--- config.mk ---
export PLATFORM = sky130hd
export DESIGN_NAME = button_debounce_multi_press
export DESIGN_NICKNAME = d
export VERILOG_FILES = /design/src/rtl/core/bdmp_pkg.sv /design/src/rtl/core/button_debounce_multi_press.sv /design/src/rtl/core/bdmp_debounce.sv /design/src/rtl/core/bdmp_press_fsm.sv
export SDC_FILE = /design/constraint.sdc
export NUM_CORES = 1
export LEC_CHECK = 0
export ABC_AREA = 1
export ABC_CLOCK_PERIOD_IN_PS = 3500
export BUFFER_PORTS_ARGS = -buffer_cell sky130_fd_sc_hd__buf_2
export CAP_MARGIN = 30
export CORE_MARGIN = 8
export CORE_UTILIZATION = 45
export CTS_CLUSTER_DIAMETER = 150
export DETAILED_ROUTE_END_ITERATION = 10
export HOLD_SLACK_MARGIN = 0.06
export MAX_ROUTING_LAYER = met4
export PLACE_DENSITY = 0.63
export SLEW_MARGIN = 40
export SYNTH_ARGS = -nofsm -noshare
export SYNTH_HDL_FRONTEND = slang
export SYNTH_SLANG_ARGS = --single-unit
--- constraint.sdc ---
create_clock -name clock -period 3.5 [get_ports clock]
set_input_delay 0.175 -clock clock [delete_from_list [all_inputs] [get_ports clock]]
set_output_delay 0.175 -clock clock [all_outputs]
set_load 0.02 [all_outputs]
--- src/rtl/core/bdmp_pkg.sv ---
// shared types and constants for the button debounce and press detector
package bdmp_pkg;

   localparam int TICK_BITS = 17;
   localparam int CFG_BITS = 16;
   localparam logic [TICK_BITS-1:0] TICK_MAX = '1;
   localparam logic REST_LEVEL_RESET = 1'b1;

   // configuration register indexes
   typedef enum logic [1:0] {
      CSR_DEBOUNCE  = 2'd0,
      CSR_MULTI_GAP = 2'd1,
      CSR_LONG_HOLD = 2'd2,
      CSR_REST      = 2'd3
   } csr_index_type;

   // event codes reported per beat
   typedef enum logic [1:0] {
      EV_NONE   = 2'd0,
      EV_LONG   = 2'd1,
      EV_SERIES = 2'd2
   } event_kind_type;

   // press timing phases
   typedef enum logic [2:0] {
      PH_PRESS   = 3'b001,
      PH_RELEASE = 3'b010,
      PH_MULTI   = 3'b100
   } phase_type;

   typedef struct packed {
      logic           released_pulse;
      event_kind_type event_kind;
      logic [7:0]     press_total;
   } press_event_type;

   function automatic logic [TICK_BITS-1:0] tick_sat_inc(input logic [TICK_BITS-1:0] v);
      return (v == TICK_MAX) ? v : v + TICK_BITS'(1);
   endfunction

endpackage

--- src/rtl/core/button_debounce_multi_press.sv ---
// top level: button debounce with multi-press and long-press detection
//
//   channel | dir | ports                         | contents
//   req     | in  | req_tvalid/tready/tdata[7:0]  | raw_level in bit 0
//   rsp     | out | rsp_tvalid/tready/tdata[15:0] | clean, pressed, released, press_total
//           |     | rsp_tuser[1:0]                | event_kind
//   csr     | in  | csr_we/addr[1:0]/wdata[15:0]  | register writes, no read-back
//
// one beat per cycle while the output is not stalled: each accepted tick updates the debounce
// and phase state and loads its result into the output register in the same cycle
// a tick is taken whenever the output register is empty or is being drained
// reset is synchronous and clears all state but the output payload, registers return to their defaults
// a stalled output holds its beat and blocks further ticks until taken
module button_debounce_multi_press import bdmp_pkg::*; #(
   parameter int COUNT_BITS = 8
) (
   input  logic                clock,
   input  logic                reset,
   // input ticks
   input  logic                req_tvalid,
   output logic                req_tready,
   input  logic [7:0]          req_tdata,   // [0] raw_level, [7:1] zero
   // results
   output logic                rsp_tvalid,
   input  logic                rsp_tready,
   output logic [15:0]         rsp_tdata,   // [0] clean_level, [1] pressed,
                                            // [2] released_pulse, [10:3] press_total
   output logic [1:0]          rsp_tuser,   // [1:0] event_kind
   // configuration
   input  logic                csr_we,
   input  logic [1:0]          csr_addr,
   input  logic [CFG_BITS-1:0] csr_wdata
);

   // configuration registers
   logic [CFG_BITS-1:0] debounce_ff, multi_gap_ff, long_hold_ff;
   logic                rest_ff;

   always_ff @(posedge clock) begin
      if (reset) begin
         debounce_ff  <= CFG_BITS'(50);
         multi_gap_ff <= CFG_BITS'(300);
         long_hold_ff <= CFG_BITS'(1000);
         rest_ff      <= REST_LEVEL_RESET;
      end else if (csr_we) begin
         case (csr_index_type'(csr_addr))
            CSR_DEBOUNCE:  debounce_ff  <= csr_wdata;
            CSR_MULTI_GAP: multi_gap_ff <= csr_wdata;
            CSR_LONG_HOLD: long_hold_ff <= csr_wdata;
            CSR_REST:      rest_ff      <= csr_wdata[0];
            default:       ;
         endcase
      end
   end

   // handshake: output register frees up when drained
   logic step;
   assign req_tready = !rsp_tvalid || rsp_tready;
   assign step       = req_tvalid && req_tready;

   // debounce stage
   logic clean_level, held;

   bdmp_debounce u_debounce (
      .clock          (clock),
      .reset          (reset),
      .step           (step),
      .raw_level      (req_tdata[0]),
      .debounce_ticks (debounce_ff),
      .clean_level    (clean_level)
   );

   // pressed when the clean level is away from rest
   assign held = (clean_level != rest_ff);

   // hold / gap timing
   press_event_type press_event;

   bdmp_press_fsm #(
      .COUNT_BITS (COUNT_BITS)
   ) u_press_fsm (
      .clock           (clock),
      .reset           (reset),
      .step            (step),
      .held            (held),
      .multi_gap_ticks (multi_gap_ff),
      .long_hold_ticks (long_hold_ff),
      .press_event     (press_event)
   );

   // output register
   logic        rsp_valid_ff, rsp_valid_in;
   logic [15:0] rsp_data_ff, rsp_data_in;
   logic [1:0]  rsp_user_ff, rsp_user_in;

   always_comb begin
      rsp_valid_in = step || (rsp_valid_ff && !rsp_tready);
      rsp_data_in  = {5'd0, press_event.press_total, press_event.released_pulse,
                      held, clean_level};
      rsp_user_in  = press_event.event_kind;
   end

   always_ff @(posedge clock) begin
      if (reset) begin
         rsp_valid_ff <= 1'b0;
      end else begin
         rsp_valid_ff <= rsp_valid_in;
      end
   end

   // payload loads only on an accepted tick
   always_ff @(posedge clock) begin
      if (step) begin
         rsp_data_ff <= rsp_data_in;
         rsp_user_ff <= rsp_user_in;
      end
   end

   assign rsp_tvalid = rsp_valid_ff;
   assign rsp_tdata  = rsp_data_ff;
   assign rsp_tuser  = rsp_user_ff;

   // press count only travels with a series-end event
   a_total_only_series: assert property (@(posedge clock) disable iff (reset)
      rsp_tvalid && (rsp_tuser != EV_SERIES) |-> (rsp_tdata[10:3] == 8'd0))
      else $error("press_total nonzero without series event");

   // a release beat never shows the button still held
   a_release_not_held: assert property (@(posedge clock) disable iff (reset)
      rsp_tvalid && rsp_tdata[2] |-> !rsp_tdata[1])
      else $error("release pulse while pressed");

   // a long press is reported on the release tick
   a_long_with_release: assert property (@(posedge clock) disable iff (reset)
      rsp_tvalid && (rsp_tuser == EV_LONG) |-> rsp_tdata[2])
      else $error("long press without release");

   // a stalled result blocks new ticks
   a_stall_blocks: assert property (@(posedge clock) disable iff (reset)
      rsp_tvalid && !rsp_tready |-> !req_tready)
      else $error("tick accepted over a stalled result");

endmodule

--- src/rtl/core/bdmp_debounce.sv ---
// debounce filter: stability counter and filtered level
module bdmp_debounce import bdmp_pkg::*; (
   input  logic                clock,
   input  logic                reset,
   input  logic                step,
   input  logic                raw_level,
   input  logic [CFG_BITS-1:0] debounce_ticks,
   output logic                clean_level
);

   logic                 prior_raw_ff, prior_raw_in;
   logic [TICK_BITS-1:0] stable_ticks_ff, stable_ticks_in;
   logic                 filtered_ff, filtered_in;

   always_comb begin
      prior_raw_in = raw_level;
      if (raw_level != prior_raw_ff) begin
         stable_ticks_in = '0;
      end else begin
         stable_ticks_in = tick_sat_inc(stable_ticks_ff);
      end
      if (stable_ticks_in > TICK_BITS'(debounce_ticks)) begin
         filtered_in = raw_level;
      end else begin
         filtered_in = filtered_ff;
      end
   end

   // level after this tick
   assign clean_level = filtered_in;

   always_ff @(posedge clock) begin
      if (reset) begin
         prior_raw_ff    <= REST_LEVEL_RESET;
         stable_ticks_ff <= '0;
         filtered_ff     <= REST_LEVEL_RESET;
      end else if (step) begin
         prior_raw_ff    <= prior_raw_in;
         stable_ticks_ff <= stable_ticks_in;
         filtered_ff     <= filtered_in;
      end
   end

endmodule

--- src/rtl/core/bdmp_press_fsm.sv ---
// press timing: hold and gap timer, series counter, event decode
module bdmp_press_fsm import bdmp_pkg::*; #(
   parameter int COUNT_BITS = 8
) (
   input  logic                clock,
   input  logic                reset,
   input  logic                step,
   input  logic                held,
   input  logic [CFG_BITS-1:0] multi_gap_ticks,
   input  logic [CFG_BITS-1:0] long_hold_ticks,
   output press_event_type     press_event
);

   localparam int ExtW = (COUNT_BITS > 8) ? COUNT_BITS : 8;

   phase_type             phase_ff, phase_in;
   logic [TICK_BITS-1:0]  phase_ticks_ff, phase_ticks_in, ticks_inc;
   logic [COUNT_BITS-1:0] series_ff, series_in;
   logic [ExtW-1:0]       series_ext;

   always_comb begin
      ticks_inc      = tick_sat_inc(phase_ticks_ff);
      phase_in       = phase_ff;
      phase_ticks_in = ticks_inc;
      series_in      = series_ff;
      series_ext     = ExtW'(series_ff);
      press_event    = '{released_pulse: 1'b0, event_kind: EV_NONE, press_total: 8'd0};
      case (phase_ff)
         PH_PRESS: begin
            series_in = '0;
            if (held) begin
               phase_in       = PH_RELEASE;
               phase_ticks_in = '0;
            end
         end
         PH_RELEASE: begin
            if (!held) begin
               press_event.released_pulse = 1'b1;
               if (ticks_inc > TICK_BITS'(long_hold_ticks)) begin
                  phase_in               = PH_PRESS;
                  series_in              = '0;
                  press_event.event_kind = EV_LONG;
               end else begin
                  if (series_ff != '1) begin
                     series_in = series_ff + COUNT_BITS'(1);
                  end
                  phase_in       = PH_MULTI;
                  phase_ticks_in = '0;
               end
            end
         end
         default: begin
            // waiting for a further press
            if (held) begin
               phase_in       = PH_RELEASE;
               phase_ticks_in = '0;
            end else if (ticks_inc > TICK_BITS'(multi_gap_ticks)) begin
               phase_in               = PH_PRESS;
               press_event.event_kind = EV_SERIES;
               press_event.press_total =
                  (series_ext > ExtW'(255)) ? 8'hFF : series_ext[7:0];
            end
         end
      endcase
   end

   always_ff @(posedge clock) begin
      if (reset) begin
         phase_ff       <= PH_PRESS;
         phase_ticks_ff <= '0;
         series_ff      <= '0;
      end else if (step) begin
         phase_ff       <= phase_in;
         phase_ticks_ff <= phase_ticks_in;
         series_ff      <= series_in;
      end
   end

endmodule

### Yosys cells after proc, flatten, opt, wreduce, memory -nomap -nowiden

Index checks and enable logic that the tools add are counted.

* order comparisons: 4
* mux-type cells: 24
* add/sub/neg operators: 3
* reduce and logical (&&, ||, !) cells: 16
* bitwise operators: 1
* equal/unequal tests: 13

Operators by type and width (number)
* $mux W17: 7
* $gt A17 B16 Y1: 3
* $add A17 B1 Y17 const B: 2
* $eq A17 B17 Y1 const B: 2
* $mux W8: 4
* $mux W10: 2
* $mux W3: 6
* $pmux W8 S2: 1
* $add A8 B1 Y8 const B: 1
* $gt A8 B8 Y1 const B: 1
* $ne A8 B8 Y1 const B: 1
* $reduce_and A2 Y1: 4
* $reduce_and A4 Y1: 2
* $pmux W3 S2: 1
* $eq A2 B2 Y1 const B: 2
* $pmux W2 S2: 1
* $reduce_or A4 Y1: 1
* $eq A3 B1 Y1 const B: 1
* $eq A3 B2 Y1 const B: 1
* $ne A3 B1 Y1 const B: 1
* $reduce_bool A3 Y1: 1
* $eq A2 B1 Y1 const B: 1
* $logic_and A1 B1 Y1: 2
* $logic_not A1 Y1: 2
* other kinds (8): 11

* logic and storage cells: 76
* output and inout port bits: 20
* bits in registers: 110
* input port bits: 31

### Longest topological paths before layout

Gate-level depths: netlist of the first run.

* depth in word-level cells: 8
* depth in mapped cells: 37
* depth with buffers taken out: 36

### Cells and area by module

From an unflattened synthesis of the first run, not the netlist that was laid out.

* cell total of the unflattened synthesis: 992
* area, all modules: 7146.9 um^2

Modules (own cells, without submodules)
* bdmp_press_fsm: cells each 415, seq. area each 560.5 um^2, area each 2869.0 um^2, times used 1
* button_debounce_multi_press: cells each 319, seq. area each 1391.3 um^2, area each 2494.9 um^2, times used 1
* bdmp_debounce: cells each 258, seq. area each 380.4 um^2, area each 1783.0 um^2, times used 1

### Least setup slack after synthesis of the first run

Ideal clock, no wire load.

* path type: flip-flop to flip-flop
* start point: reg u_debounce.stable_ticks_ff[0]
* end point: reg u_press_fsm.phase_ticks_ff[13]
* cell stages (with the launch flop): 34
* setup slack: 81 ps
* data arrival time: 3286 ps
* buffers on the path: 1
* library setup time: 132 ps
* period minus slack after synthesis: 3419 ps
* data required time: 3368 ps
* cells stage by stage: dfxtp_1 -> ha_1 -> inv_1 -> nor3_2 -> nand2_2 -> nor2_2 -> nand2_1 -> inv_1 -> nor3_1 -> nand2_1 -> nor2_1 -> a21oi_1 -> o21a_1 -> ha_1 -> nand2_1 -> nor2_1 -> nand3b_1 -> nand3_1 -> nand2_1 -> nand2_1 -> nand2_1 -> nand2_1 -> nand2_1 -> nand2_4 -> nand2_2 -> nand2_1 -> nand3_1 -> nand2_2 -> nand2_2 -> nand2_2 -> inv_4 -> buf_12 -> nand3_1 -> a21oi_1

* cells in the longest elaborated chain, start to end: 8
* elaborated cells on any way between the ends: 10
* classes of those cells: add/sub (1); order compare (1); eq/ne (2); mux (6)

RTL lines
* start, declared: RTL line bdmp_debounce.sv:12 `logic [TICK_BITS-1:0] stable_ticks_ff, stable_ticks_in;`
* start signal, assigned: RTL line bdmp_debounce.sv:39 `stable_ticks_ff <= stable_ticks_in;`
* $add A17 B1 Y17 or $eq A17 B17 Y1 (tied branches): RTL line bdmp_pkg.sv:38 `return (v == TICK_MAX) ? v : v + TICK_BITS'(1);`
* $mux W17 *: RTL line bdmp_pkg.sv:38
* $mux W17 *: RTL line bdmp_debounce.sv:17 `if (raw_level != prior_raw_ff) begin`
* net u_debounce.stable_ticks_in[6]: RTL line bdmp_debounce.sv:12
* $gt A17 B16 Y1 *: RTL line bdmp_debounce.sv:22 `if (stable_ticks_in > TICK_BITS'(debounce_ticks)) begin`
* $mux W1 *: RTL line bdmp_debounce.sv:22
* $ne A1 B1 Y1 *: RTL line button_debounce_multi_press.sv:74 `assign held = (clean_level != rest_ff);`
* net held: RTL line button_debounce_multi_press.sv:62 `logic clean_level, held;`
* $mux W17, on equally long branches: RTL line bdmp_press_fsm.sv:31, bdmp_press_fsm.sv:54, bdmp_press_fsm.sv:37
* $mux W17 *
* end signal, assigned: RTL line bdmp_press_fsm.sv:74 `phase_ticks_ff <= phase_ticks_in;`
* end, declared: RTL line bdmp_press_fsm.sv:17 `logic [TICK_BITS-1:0] phase_ticks_ff, phase_ticks_in, ticks_inc;`

Mark *: on every way through the listed nets, which the timed path passes. The rest lies on a longest branch.
A chain may end at the register's enable or synchronous reset.

### Final worst setup path of the first run

* start point: reg u_press_fsm.phase_ticks_ff[1]
* end point: reg u_press_fsm.phase_ticks_ff[2]

* cells in the longest elaborated chain, start to end: 6
* elaborated cells on any way between the ends: 8
* classes of those cells: add/sub (1); order compare (1); eq/ne (1); mux (5)

RTL lines
* $add A17 B1 Y17 or $eq A17 B17 Y1 (tied branches): RTL line bdmp_pkg.sv:38
* $mux W17 *: RTL line bdmp_pkg.sv:38
* $gt A17 B16 Y1: RTL line bdmp_press_fsm.sv:39 `if (ticks_inc > TICK_BITS'(long_hold_ticks)) begin`
* $mux W17: RTL line bdmp_press_fsm.sv:39
* $mux W17: RTL line bdmp_press_fsm.sv:37 `if (!held) begin`
* $mux W17 *

Every way passes the cells marked *; elsewhere a longest branch is shown, timed or not.

==> results of run 1 <==
[layer usage]
layer | vias up | GRT usage | share of wire
li1 | 3103 | - | -
met1 | 2751 | 0.242 | 0.46
met2 | 126 | 0.309 | 0.48
met3 | 23 | 0.0267 | 0.037
met4 | 0 | 0.0586 | 0.018
met5 | - | - | 0
[power by group through the flow]
stage	Sequential (µW)	Clock, µW	Combinational, µW
after global placement	1400	0	577
after floorplan	1420	0	389
final	1380	1070	789
after global routing	1390	1140	859
after CTS	1380	1090	682
after detailed placement	1410	0	582
[synthesized netlist by cell type, drive strengths merged, types with 9 or more instances]
master	number
a21oi	93
inv	127
edfxtp	13
buf	10
o211ai	16
nor2	79
nand4	15
clkbuf	21
a211oi	9
ha	51
nor3	20
nand2	143
dfxtp	97
o21ai	65
nand3	51
xor2	18
[path summary, 6_finish.rpt]
check	from	end	slack (ps)	depth (start not counted)
setup / recovery	u_press_fsm.phase_ticks_ff[1]	u_press_fsm.phase_ticks_ff[2]	-100	24
hold / removal	csr_wdata[4]	debounce_ff[4]	80	3
setup reg to reg	u_press_fsm.phase_ticks_ff[1]	u_press_fsm.phase_ticks_ff[2]	-100	24
hold reg to reg	debounce_ff[2]	debounce_ff[2]	460	2
[registers in the layout (all words and copies together), names as in the netlist, 3 cells and up]
| register | count |
|---|---|
| long_hold_ff | 16 |
| u_debounce.stable_ticks_ff | 17 |
| u_press_fsm.series_ext | 8 |
| u_press_fsm.phase_ff | 3 |
| debounce_ff | 16 |
| rsp_tdata | 11 |
| u_press_fsm.phase_ticks_ff | 17 |
| multi_gap_ff | 16 |
[worst max-delay path: cells and delay by family (launching register included)]
family | cells | cell delay, ps
buffers and inverters | 3 | 450
DFF | 1 | 340
adders and majority gates | 2 | 420
and+or+nand+nor | 15 | 1660
AOI/OAI and AO/OA | 3 | 400
xor gates and xnor gates | 1 | 180
[cell type report]
class,count,area share
clock buffer,10,0.0282
clock inverter,6,0.00783
inverter,130,0.0606
multi-input combinational,588,0.475
sequential,110,0.276
tap,180,0.0266
timing repair buffer,150,0.124
timing repair inverter,1,0.00192
[cell families after synthesis]
| logic type | Yosys count | synth area share |
|---|---|---|
| compound gates | 187 | 0.162 |
| fa+ha+maj | 51 | 0.100 |
| other cells | 1 | 0.000591 |
| simple gates | 319 | 0.232 |
| mux | 1 | 0.00158 |
| buf+inv | 161 | 0.103 |
| flops | 110 | 0.367 |
| xor+xnor | 24 | 0.0331 |
[cells in the final DEF (no fill, tap or decap), types with 3 or more instances in the layout]
master / Yosys / routed
xnor2_1: 6 / 4
nand3_1: 42 / 26
nor3_1: 18 / 10
nor2_4: 0 / 8
xor2_1: 18 / 16
o21ai_1: 2 / 6
inv_2: 3 / 8
buf_2: 2 / 38
a211oi_1: 9 / 7
conb_1: 1 / 5
inv_6: 0 / 3
buf_6: 1 / 4
buf_4: 5 / 107
clkinv_1: 2 / 3
a21oi_1: 90 / 76
nor2_1: 75 / 58
nor3_2: 2 / 9
dfxtp_1: 97 / 92
ha_1: 51 / 44
edfxtp_1: 13 / 13
clkbuf_16: 0 / 9
nand4_1: 15 / 15
inv_1: 123 / 115
nand3_4: 0 / 9
nand3_2: 9 / 16
nand2_2: 9 / 15
nand2_1: 132 / 114
o21ai_0: 62 / 57
dfxtp_2: 0 / 5
ha_4: 0 / 7
a21oi_2: 2 / 15
o211ai_1: 16 / 16
nor4_2: 0 / 3
nor2_2: 4 / 13
nand2_4: 2 / 13
[what timing repair did]
| item | CTS | global route |
|---|---|---|
| buffers inserted | 13 | 7 |
| gates cloned | 1 | 1 |
| resized for setup | 62 | 98 |
| hold buffers | 1 | 0 |
| pin swaps | 24 | 54 |
| endpoints found under the hold margin | 1 | 0 |
| setup endpoints to repair | 40 | 42 |
[per-stage QoR]
stage / TNS, ps / setup slack (ps) / total power [µW] / hold slack, ps / instance area [µm²]
floorplan: 0 / 81.3 / 1810 / 305 / 6360
global placement: -8930 / -280 / 1980 / 428 / 7320
detailed placement: -10570 / -313 / 1990 / 439 / 7320
CTS: -510 / -48.8 / 3160 / 73.6 / 8000
global route: -10190 / -298 / 3390 / 74.2 / 8470
finish: -2310 / -97.5 / 3240 / 83.1 / 8470
==> impl_metrics.env, run 1 <==
export IMPL_num_antenna_cells=0
export IMPL_synth_top_cell_area_share=0.306
export IMPL_p_leak_uw=0.00372
export IMPL_pwr_density_cell_nw_per_um2=383
export IMPL_grt_max_degree=52
export IMPL_place_hpwl_um=11600
export IMPL_cp_slowest_stage_delay_ps=340
export IMPL_layout_nets=1072
export IMPL_cell_internal_power_uw=2220
export IMPL_grt_antenna_before_repair=0
export IMPL_synth_async_reset_ratio=0
export IMPL_final_instance_count_excl_fill=1175
export IMPL_relSlewSlack=0.571
export IMPL_synth_ff_type="dfxtp_1"
export IMPL_post_route_drc_count=0
export IMPL_flow_area_growth_from_synthesis_pct=33.4
export IMPL_synth_enable_flop_cells=13
export IMPL_yosys_warnings=0
export IMPL_skew_ps=6.42
export IMPL_clk_root_buffer_cell="clkbuf_16"
export IMPL_die_area_um2=18200
export IMPL_placedCellCount=1138
export IMPL_top_cells_by_area_in_the_synthesized_netlist="dfxtp_1, ha_1, nand2_1, inv_1, a21oi_1"
export IMPL_final_seq_area_um2=2340
export IMPL_routed_via_density=5.11
export IMPL_coreArea_um2=13800
export IMPL_layout_worst_path_cycle_share=1.03
export IMPL_clkSinkCount=110
export IMPL_clock_tree_from_tritoncts="done"
export IMPL_switching_power_uw=1030
export IMPL_timing_critical_path_required_ps=3730
export IMPL_vias=6003
export IMPL_final_min_clock_period_ps=3600
export IMPL_max_slew_worst_pin_slew_ps=643
export IMPL_postRouteAntennaNets=0
export IMPL_clk_path_buf_depth=2
export IMPL_io_pins=51
export IMPL_violations_in_the_final_reports="setup timing"
export IMPL_cp_end_kind="register"
export IMPL_synth_distinct_cells=45
export IMPL_groute_usage_overall=0.191
export IMPL_insertion_delay_ps=350
export IMPL_detail_route_iter0_violations=416
export IMPL_starting_density=0.459
export IMPL_critPathMostFrequentCell="nand3_2"
export IMPL_timing_max_cap_violations=0
export IMPL_cp_max_fo=8
export IMPL_clock_transition_at_the_registers_of_the_reported_paths_ps=80
export IMPL_seq_power_share=0.426
export IMPL_routedWlPerCell_um=14.8
export IMPL_worst_ir_drop_vdd_v=0.000269
export IMPL_layout_drive_gt1_share=0.311
export IMPL_cp_arrival_ps=3820
export IMPL_area_of_combinational_cells_with_multiple_inputs_um2=4020
export IMPL_utilization_after_layout=0.612
export IMPL_first_pass_iters=5
export IMPL_wire_length_of_the_first_global_routing_pass_um=27000
export IMPL_number_of_buffers_created_by_cts=9
export IMPL_layout_setup_ws_ps=-97.5
export IMPL_syn_area_um2=6350
export IMPL_netlist_instances=854
export IMPL_finalWeightedCongestion=0.901
export IMPL_netlist_top_cell_by_area="dfxtp_1"
export IMPL_synth_avg_cell_area_um2=7.44
export IMPL_floorplan_die_height_um=135
export IMPL_final_wirelength_um=17300
export IMPL_setup_worst_path_class="reg2reg"
export IMPL_port_buffers=38
export IMPL_rsz0062_at_grt="true"
export IMPL_worstHoldPathType="in2reg"
export IMPL_ys_seq_elements=110
export IMPL_power_switching_fraction=0.316
export IMPL_critical_path_cell_chain="ha_4, nand3_2, nor2_2, nand3_2, nor2_2, nor3b_2, nand3_2, nor2_4, nand4_1, buf_4, nor2_4, xor2_2, buf_4, ha_1, nand2_1, o21ai_1, nor2_2, nand3_2, a21oi_4, nand2_4, nand2_8, clkinv_8, nand3_1, a21oi_1"
export IMPL_htree_levels=3
export IMPL_worst_path_max_delay_cell="dfxtp_2"
export IMPL_max_freq_ghz=0.278
export IMPL_status="finished, violations left"
export IMPL_combPwrFrac=0.243
export IMPL_die_span_in_x_um=135
export IMPL_num_rows=43
export IMPL_slew_viol_final=0
export IMPL_globalRouteOverflowTotal=0
export IMPL_grt_pass1_vias=5424
export IMPL_timing_final_setup_violations=38
export IMPL_fillerInstances=1228
export IMPL_report_final_hold_viol_count=0
export IMPL_critical_path_startpoint_type="register"
export IMPL_clkPwrFrac=0.331
export IMPL_seq_area_frac_synth=0.367
No activity file was read; power rests on OpenSTA's default activity.
==> run 2, diff against run 1 <==
--- a/config.mk
+++ b/config.mk
@@ -16,6 +16,7 @@
 export HOLD_SLACK_MARGIN = 0.06
 export MAX_ROUTING_LAYER = met4
 export PLACE_DENSITY = 0.63
+export RECOVER_POWER = 50
 export SLEW_MARGIN = 40
 export SYNTH_ARGS = -nofsm -noshare
 export SYNTH_HDL_FRONTEND = slang
==> run 2 against run 1 <==
Effect of this change:
- the run still ends with setup timing left
- sequential share of layout area about the same
- count of clock-buffer cells in the layout stayed put
- worst hold slack about the same
- first-iteration DRC count unchanged
- critical endpoint unchanged
- highest routed layer unchanged
==> impl_metrics.env, run 2 (synthesis gave the netlist of run 1 again) <==
export IMPL_grt_pass1_vias=5424
export IMPL_starting_density=0.459
export IMPL_skew_ps=6.37
export IMPL_routedWlPerCell_um=14.7
export IMPL_report_final_hold_viol_count=0
export IMPL_rsz0062_at_grt="true"
export IMPL_max_slew_worst_pin_slew_ps=643
export IMPL_first_pass_iters=5
export IMPL_slew_viol_final=0
export IMPL_clk_path_buf_depth=2
export IMPL_setup_worst_path_class="reg2reg"
export IMPL_postRouteAntennaNets=0
export IMPL_most_frequent_cells_in_the_layout="inv_1, nand2_1, buf_4"
export IMPL_layout_nets=1072
export IMPL_pwr_density_cell_nw_per_um2=383
export IMPL_timing_final_setup_violations=38
export IMPL_layout_setup_ws_ps=-97.5
export IMPL_clkSinkCount=110
export IMPL_detail_route_iter0_violations=416
export IMPL_groute_usage_overall=0.191
export IMPL_p_leak_uw=0.00372
export IMPL_hold_worst_slack_ps=83.1
export IMPL_timing_critical_path_required_ps=3730
export IMPL_clock_transition_at_the_registers_of_the_reported_paths_ps=80
export IMPL_violations_in_the_final_reports="setup timing"
export IMPL_final_wirelength_um=17300
export IMPL_floorplan_die_height_um=135
export IMPL_num_rows=43
export IMPL_routed_via_density=5.11
export IMPL_num_antenna_cells=0
export IMPL_fillerInstances=1230
export IMPL_relSlewSlack=0.571
export IMPL_cp_end_kind="register"
export IMPL_status="finished, violations left"
export IMPL_flow_area_growth_from_synthesis_pct=33.3
export IMPL_worst_ir_drop_vdd_v=0.000269
export IMPL_worstHoldPathType="in2reg"
export IMPL_die_area_um2=18200
export IMPL_layout_drive_gt1_share=0.309
export IMPL_wire_length_of_the_first_global_routing_pass_um=27000
export IMPL_clock_tree_from_tritoncts="done"
export IMPL_insertion_delay_ps=350
export IMPL_io_pins=51
export IMPL_timing_max_cap_violations=0
export IMPL_die_span_in_x_um=135
export IMPL_finalWeightedCongestion=0.901
export IMPL_place_hpwl_um=11600
export IMPL_htree_levels=3
export IMPL_globalRouteOverflowTotal=0
export IMPL_grt_antenna_before_repair=0
export IMPL_number_of_buffers_created_by_cts=9
export IMPL_max_freq_ghz=0.278
export IMPL_cp_arrival_ps=3820
export IMPL_utilization_after_layout=0.612
export IMPL_post_route_drc_count=0
export IMPL_layout_top_registers="u_debounce.stable_ticks_ff (17), u_press_fsm.phase_ticks_ff (17)"
export IMPL_critical_path_startpoint_type="register"
export IMPL_final_min_clock_period_ps=3600
export IMPL_vias=6003
export IMPL_cp_max_fo=8
export IMPL_layout_worst_path_cycle_share=1.03
export IMPL_final_common_cell="inv_1"
export IMPL_coreArea_um2=13800
export IMPL_grt_max_degree=52
export IMPL_clk_root_buffer_cell="clkbuf_16"
export IMPL_port_buffers=38
==> run 2: cell count changes in the layout (fill, tap and decap cells not counted) <==
cell      delta
buf_2        -2
clkbuf_1     +2
==> run 2: per-stage QoR <==
| step | power (µW) | instances | TNS (ps) | area, µm² | setup WS [ps] |
|---|---|---|---|---|---|
| after CTS | 3160 | 1168 | -510 | 8000 | -48.8 |
| after global routing | 3390 | 1175 | -10190 | 8470 | -298 |
| after floorplan | 1810 | 858 | 0 | 6360 | 81.3 |
| after detailed placement | 1990 | 1138 | -10570 | 7320 | -313 |
| after global placement | 1980 | 1138 | -8930 | 7320 | -280 |
| final | 3240 | 1175 | -2310 | 8470 | -97.5 |
==> run 2: timing repair <==
| action | in CTS | in global routing |
|---|---|---|
| gates cloned | 1 | 1 |
| buffers inserted | 13 | 7 |
| endpoints found under the hold margin | 1 | 0 |
| endpoints found under the setup margin | 40 | 42 |
| resized for setup | 62 | 98 |
| hold buffers | 1 | 0 |
| pin swaps | 24 | 54 |
==> run 2: per-layer routing <==
layer	global-route usage	wire length, µm	up-vias
met3	0.0267	640	23
met2	0.309	8370	126
met5	-	0	-
li1	-	-	3103
met1	0.242	8010	2751
met4	0.0586	315	0
==> run 2: final timing paths <==
path | depth (start not counted) | start | to | slack, ps
max | 24 | u_press_fsm.phase_ticks_ff[1] | u_press_fsm.phase_ticks_ff[2] | -100
min | 3 | csr_wdata[4] | debounce_ff[4] | 80
max reg2reg | 24 | u_press_fsm.phase_ticks_ff[1] | u_press_fsm.phase_ticks_ff[2] | -100
min reg2reg | 2 | debounce_ff[2] | debounce_ff[2] | 460
==> run 2: critical path, stage by stage, from the launching register on <==
cell and delay (ps):
dfxtp_2 340, ha_4 160, nand3_2 80, nor2_2 60, nand3_2 70, nor2_2 50
nor3b_2 210, nand3_2 150, nor2_4 120, nand4_1 180, buf_4 210, nor2_4 100
xor2_2 180, buf_4 150, ha_1 260, nand2_1 80, o21ai_1 70, nor2_2 130
nand3_2 130, a21oi_4 260, nand2_4 100, nand2_8 120, clkinv_8 90, nand3_1 80
a21oi_1 70
==> run 2: cell type report <==
type / count / area (µm²) / share of cell area
Sequential cell: 110 / 2340 / 0.276
Timing Repair inverter: 1 / 16.3 / 0.00192
Tap cell: 180 / 225 / 0.0266
Clock buffer: 10 / 239 / 0.0282
Clock inverter: 6 / 66.3 / 0.00783
Timing Repair Buffer: 150 / 1050 / 0.124
Multi-Input combinational cell: 588 / 4020 / 0.475
Inverter: 130 / 513 / 0.0606
==> run 2: where the power goes <==
group | total, µW | internal, µW | switching (µW)
combinational | 788 | 289 | 499
sequential | 1380 | 1350 | 33.1
clock | 1070 | 580 | 494
total | 3240 | 2220 | 1030
==> run 3, diff against run 2 <==
--- a/config.mk
+++ b/config.mk
@@ -6,7 +6,7 @@
 export NUM_CORES = 1
 export LEC_CHECK = 0
 export ABC_AREA = 1
-export ABC_CLOCK_PERIOD_IN_PS = 3500
+export ABC_CLOCK_PERIOD_IN_PS = 4350
 export BUFFER_PORTS_ARGS = -buffer_cell sky130_fd_sc_hd__buf_2
 export CAP_MARGIN = 30
 export CORE_MARGIN = 8
@@ -15,7 +15,7 @@
 export DETAILED_ROUTE_END_ITERATION = 10
 export HOLD_SLACK_MARGIN = 0.06
 export MAX_ROUTING_LAYER = met4
-export PLACE_DENSITY = 0.63
+export PLACE_DENSITY = 0.61
 export RECOVER_POWER = 50
 export SLEW_MARGIN = 40
 export SYNTH_ARGS = -nofsm -noshare
==> constraint.sdc (replaced) <==
create_clock -name clock -period 4.35 [get_ports clock]
set_input_delay 0.2175 -clock clock [delete_from_list [all_inputs] [get_ports clock]]
set_output_delay 0.2175 -clock clock [all_outputs]
set_load 0.02 [all_outputs]
==> run 3 against run 2 <==
Effect of this change:
- the flow finishes with violations (capacitance limit, slew limit)
- sequential power shrank 20%
- clock power fell by 20%
- maximum frequency fell by 11%
- die area unchanged
- global-route usage shrank 1.4 points
- utilization is 11 points lower
- sequential cell count unchanged
- via count fell by 9.8%
- combinational power decreased by 48%
- worst setup slack better by 420 ps
- largest cell class unchanged
- highest routed layer unchanged
==> impl_metrics.env, run 3 (synthesis gave the netlist of run 1 again) <==
export IMPL_area_of_combinational_cells_with_multiple_inputs_um2=3410
export IMPL_grt_max_degree=66
export IMPL_p_leak_uw=0.00302
export IMPL_most_frequent_cells_in_the_layout="nand2_1, inv_1, dfxtp_1"
export IMPL_fillerInstances=1427
export IMPL_wire_length_of_the_first_global_routing_pass_um=25200
export IMPL_detail_route_iter0_violations=330
export IMPL_critical_path_startpoint_type="register"
export IMPL_cp_end_kind="register"
export IMPL_report_final_hold_viol_count=0
export IMPL_clock_transition_at_the_registers_of_the_reported_paths_ps=80
export IMPL_coreArea_um2=13800
export IMPL_clk_root_buffer_cell="clkbuf_16"
export IMPL_routed_via_density=5.08
export IMPL_final_setup_tns_ps=0
export IMPL_num_rows=43
export IMPL_top_cell_family_by_delay_on_the_critical_path="simple AND/OR/NAND/NOR gates"
export IMPL_cp_max_fo=4
export IMPL_clk_path_buf_depth=2
export IMPL_cp_slowest_stage_delay_ps=470
export IMPL_slew_viol_final=33
export IMPL_insertion_delay_ps=360
export IMPL_port_buffers=38
export IMPL_layout_worst_path_cycle_share=0.927
export IMPL_number_of_buffers_created_by_cts=9
export IMPL_final_seq_area_um2=2330
export IMPL_starting_density=0.459
export IMPL_max_slew_worst_pin_slew_ps=1560
export IMPL_flow_area_growth_from_synthesis_pct=9.67
export IMPL_finalWeightedCongestion=0.833
export IMPL_max_freq_ghz=0.248
export IMPL_grt_pass1_vias=5121
export IMPL_routedWlPerCell_um=14.1
export IMPL_place_hpwl_um=10900
export IMPL_vias=5417
export IMPL_timing_critical_path_required_ps=4570
export IMPL_num_antenna_cells=0
export IMPL_worstPathBufferInverterCount=0
export IMPL_critical_path_cell_chain="ha_1, nand3_2, nor2_2, nand3_2, nor2_1, nor3b_2, nand3_1, nor2_1, xor2_1, ha_1, nand4_1, nor3_1, or3b_2, o21ai_0, nand3_1, nand2_1, nor2_1, nand2_1, nand3_1"
export IMPL_htree_levels=3
export IMPL_die_span_in_x_um=135
export IMPL_stdcell_area_um2=6960
export IMPL_layout_top_registers="u_debounce.stable_ticks_ff (17), u_press_fsm.phase_ticks_ff (17)"
export IMPL_violations_in_the_final_reports="capacitance limit, slew limit"
export IMPL_layout_nets=963
export IMPL_utilization_after_layout=0.504
export IMPL_worst_ir_drop_vdd_v=0.000204
export IMPL_postRouteAntennaNets=0
export IMPL_cp_arrival_ps=4250
export IMPL_pwr_density_cell_nw_per_um2=342
export IMPL_grt_antenna_before_repair=0
export IMPL_placement_cell_area_um2=6660
export IMPL_clkSinkCount=110
export IMPL_worstHoldPathType="in2reg"
export IMPL_floorplan_die_height_um=135
export IMPL_clock_tree_from_tritoncts="done"
export IMPL_setup_worst_path_class="reg2reg"
export IMPL_first_pass_iters=5
export IMPL_timing_final_setup_violations=0
export IMPL_groute_usage_overall=0.177
export IMPL_status="finished, violations left"
export IMPL_skew_ps=5.92
export IMPL_final_wirelength_um=15100
export IMPL_worst_path_max_delay_cell="or3b_2"
export IMPL_die_area_um2=18200
export IMPL_post_route_drc_count=0
export IMPL_io_pins=51
export IMPL_final_common_cell="nand2_1"
export IMPL_layout_drive_gt1_share=0.0959
export IMPL_globalRouteOverflowTotal=0
export IMPL_relSlewSlack=-0.0398
export IMPL_final_min_clock_period_ps=4030
export IMPL_timing_max_cap_violations=1
[run 3: cell count changes in the layout (fill, tap and decap cells not counted), moves of 9 or more]
| cell | change |
|---|---|
| buf_4 | -103 |
| nand2_1 | +18 |
| clkbuf_1 | +17 |
| nor2_1 | +17 |
| nand3_1 | +16 |
| buf_2 | -15 |
| a21oi_1 | +14 |
| a21oi_2 | -13 |
| nand2_4 | -10 |
| nand3_4 | -9 |
| nor2_2 | -9 |
[run 3: power breakdown]
part	switching, µW	internal (µW)	total (µW)
clock	402	453	855
combinational	285	127	413
sequential	29.4	1080	1110
[run 3: cell type report]
cell class              count  share of cell area
clock inverters             6              0.0101
inverters                 130              0.0706
multi-input cells         587               0.490
well taps                 180              0.0323
flip-flops and latches    110               0.335
clock buffers              10              0.0329
repair buffers             43              0.0291
[run 3: timing repair]
action,in CTS,in global routing
setup buffers,0,0
hold buffers,0,0
endpoints found under the setup margin,0,35
endpoints found under the hold margin,0,0
gates resized for setup,0,8
[run 3: worst min-delay path: stages]
cell and delay (ps):
buf_2 100, inv_1 40, a21oi_1 50
[run 3: stage by stage]
| step | power (µW) | setup slack, ps | hold WS, ps | instances |
|---|---|---|---|---|
| final | 2380 | 320 | 105 | 1066 |
| after global routing | 2510 | -24.7 | 113 | 1066 |
| after CTS | 2400 | 231 | 89.7 | 1066 |
| after detailed placement | 1550 | 244 | 456 | 1050 |
| after global placement | 1540 | 355 | 451 | 1050 |
| after floorplan | 1460 | 931 | 348 | 858 |
[run 3: final timing paths]
kind                                       from                 endpoint  slack, ps  cells past startpoint
setup / recovery  u_press_fsm.phase_ticks_ff[0]  u_press_fsm.phase_ff[0]        320                     19
hold reg to reg                 debounce_ff[11]          debounce_ff[11]        470                      2
hold / removal                       req_tvalid               rsp_tvalid        110                      3
setup reg to reg  u_press_fsm.phase_ticks_ff[0]  u_press_fsm.phase_ff[0]        320                     19
[run 3: per-layer routing]
layer	up-vias	GRT usage	part of all wire
met1	2424	0.237	0.51
li1	2873	-	-
met2	100	0.267	0.43
met4	0	0.0593	0.016
met5	-	-	0
met3	20	0.0279	0.040
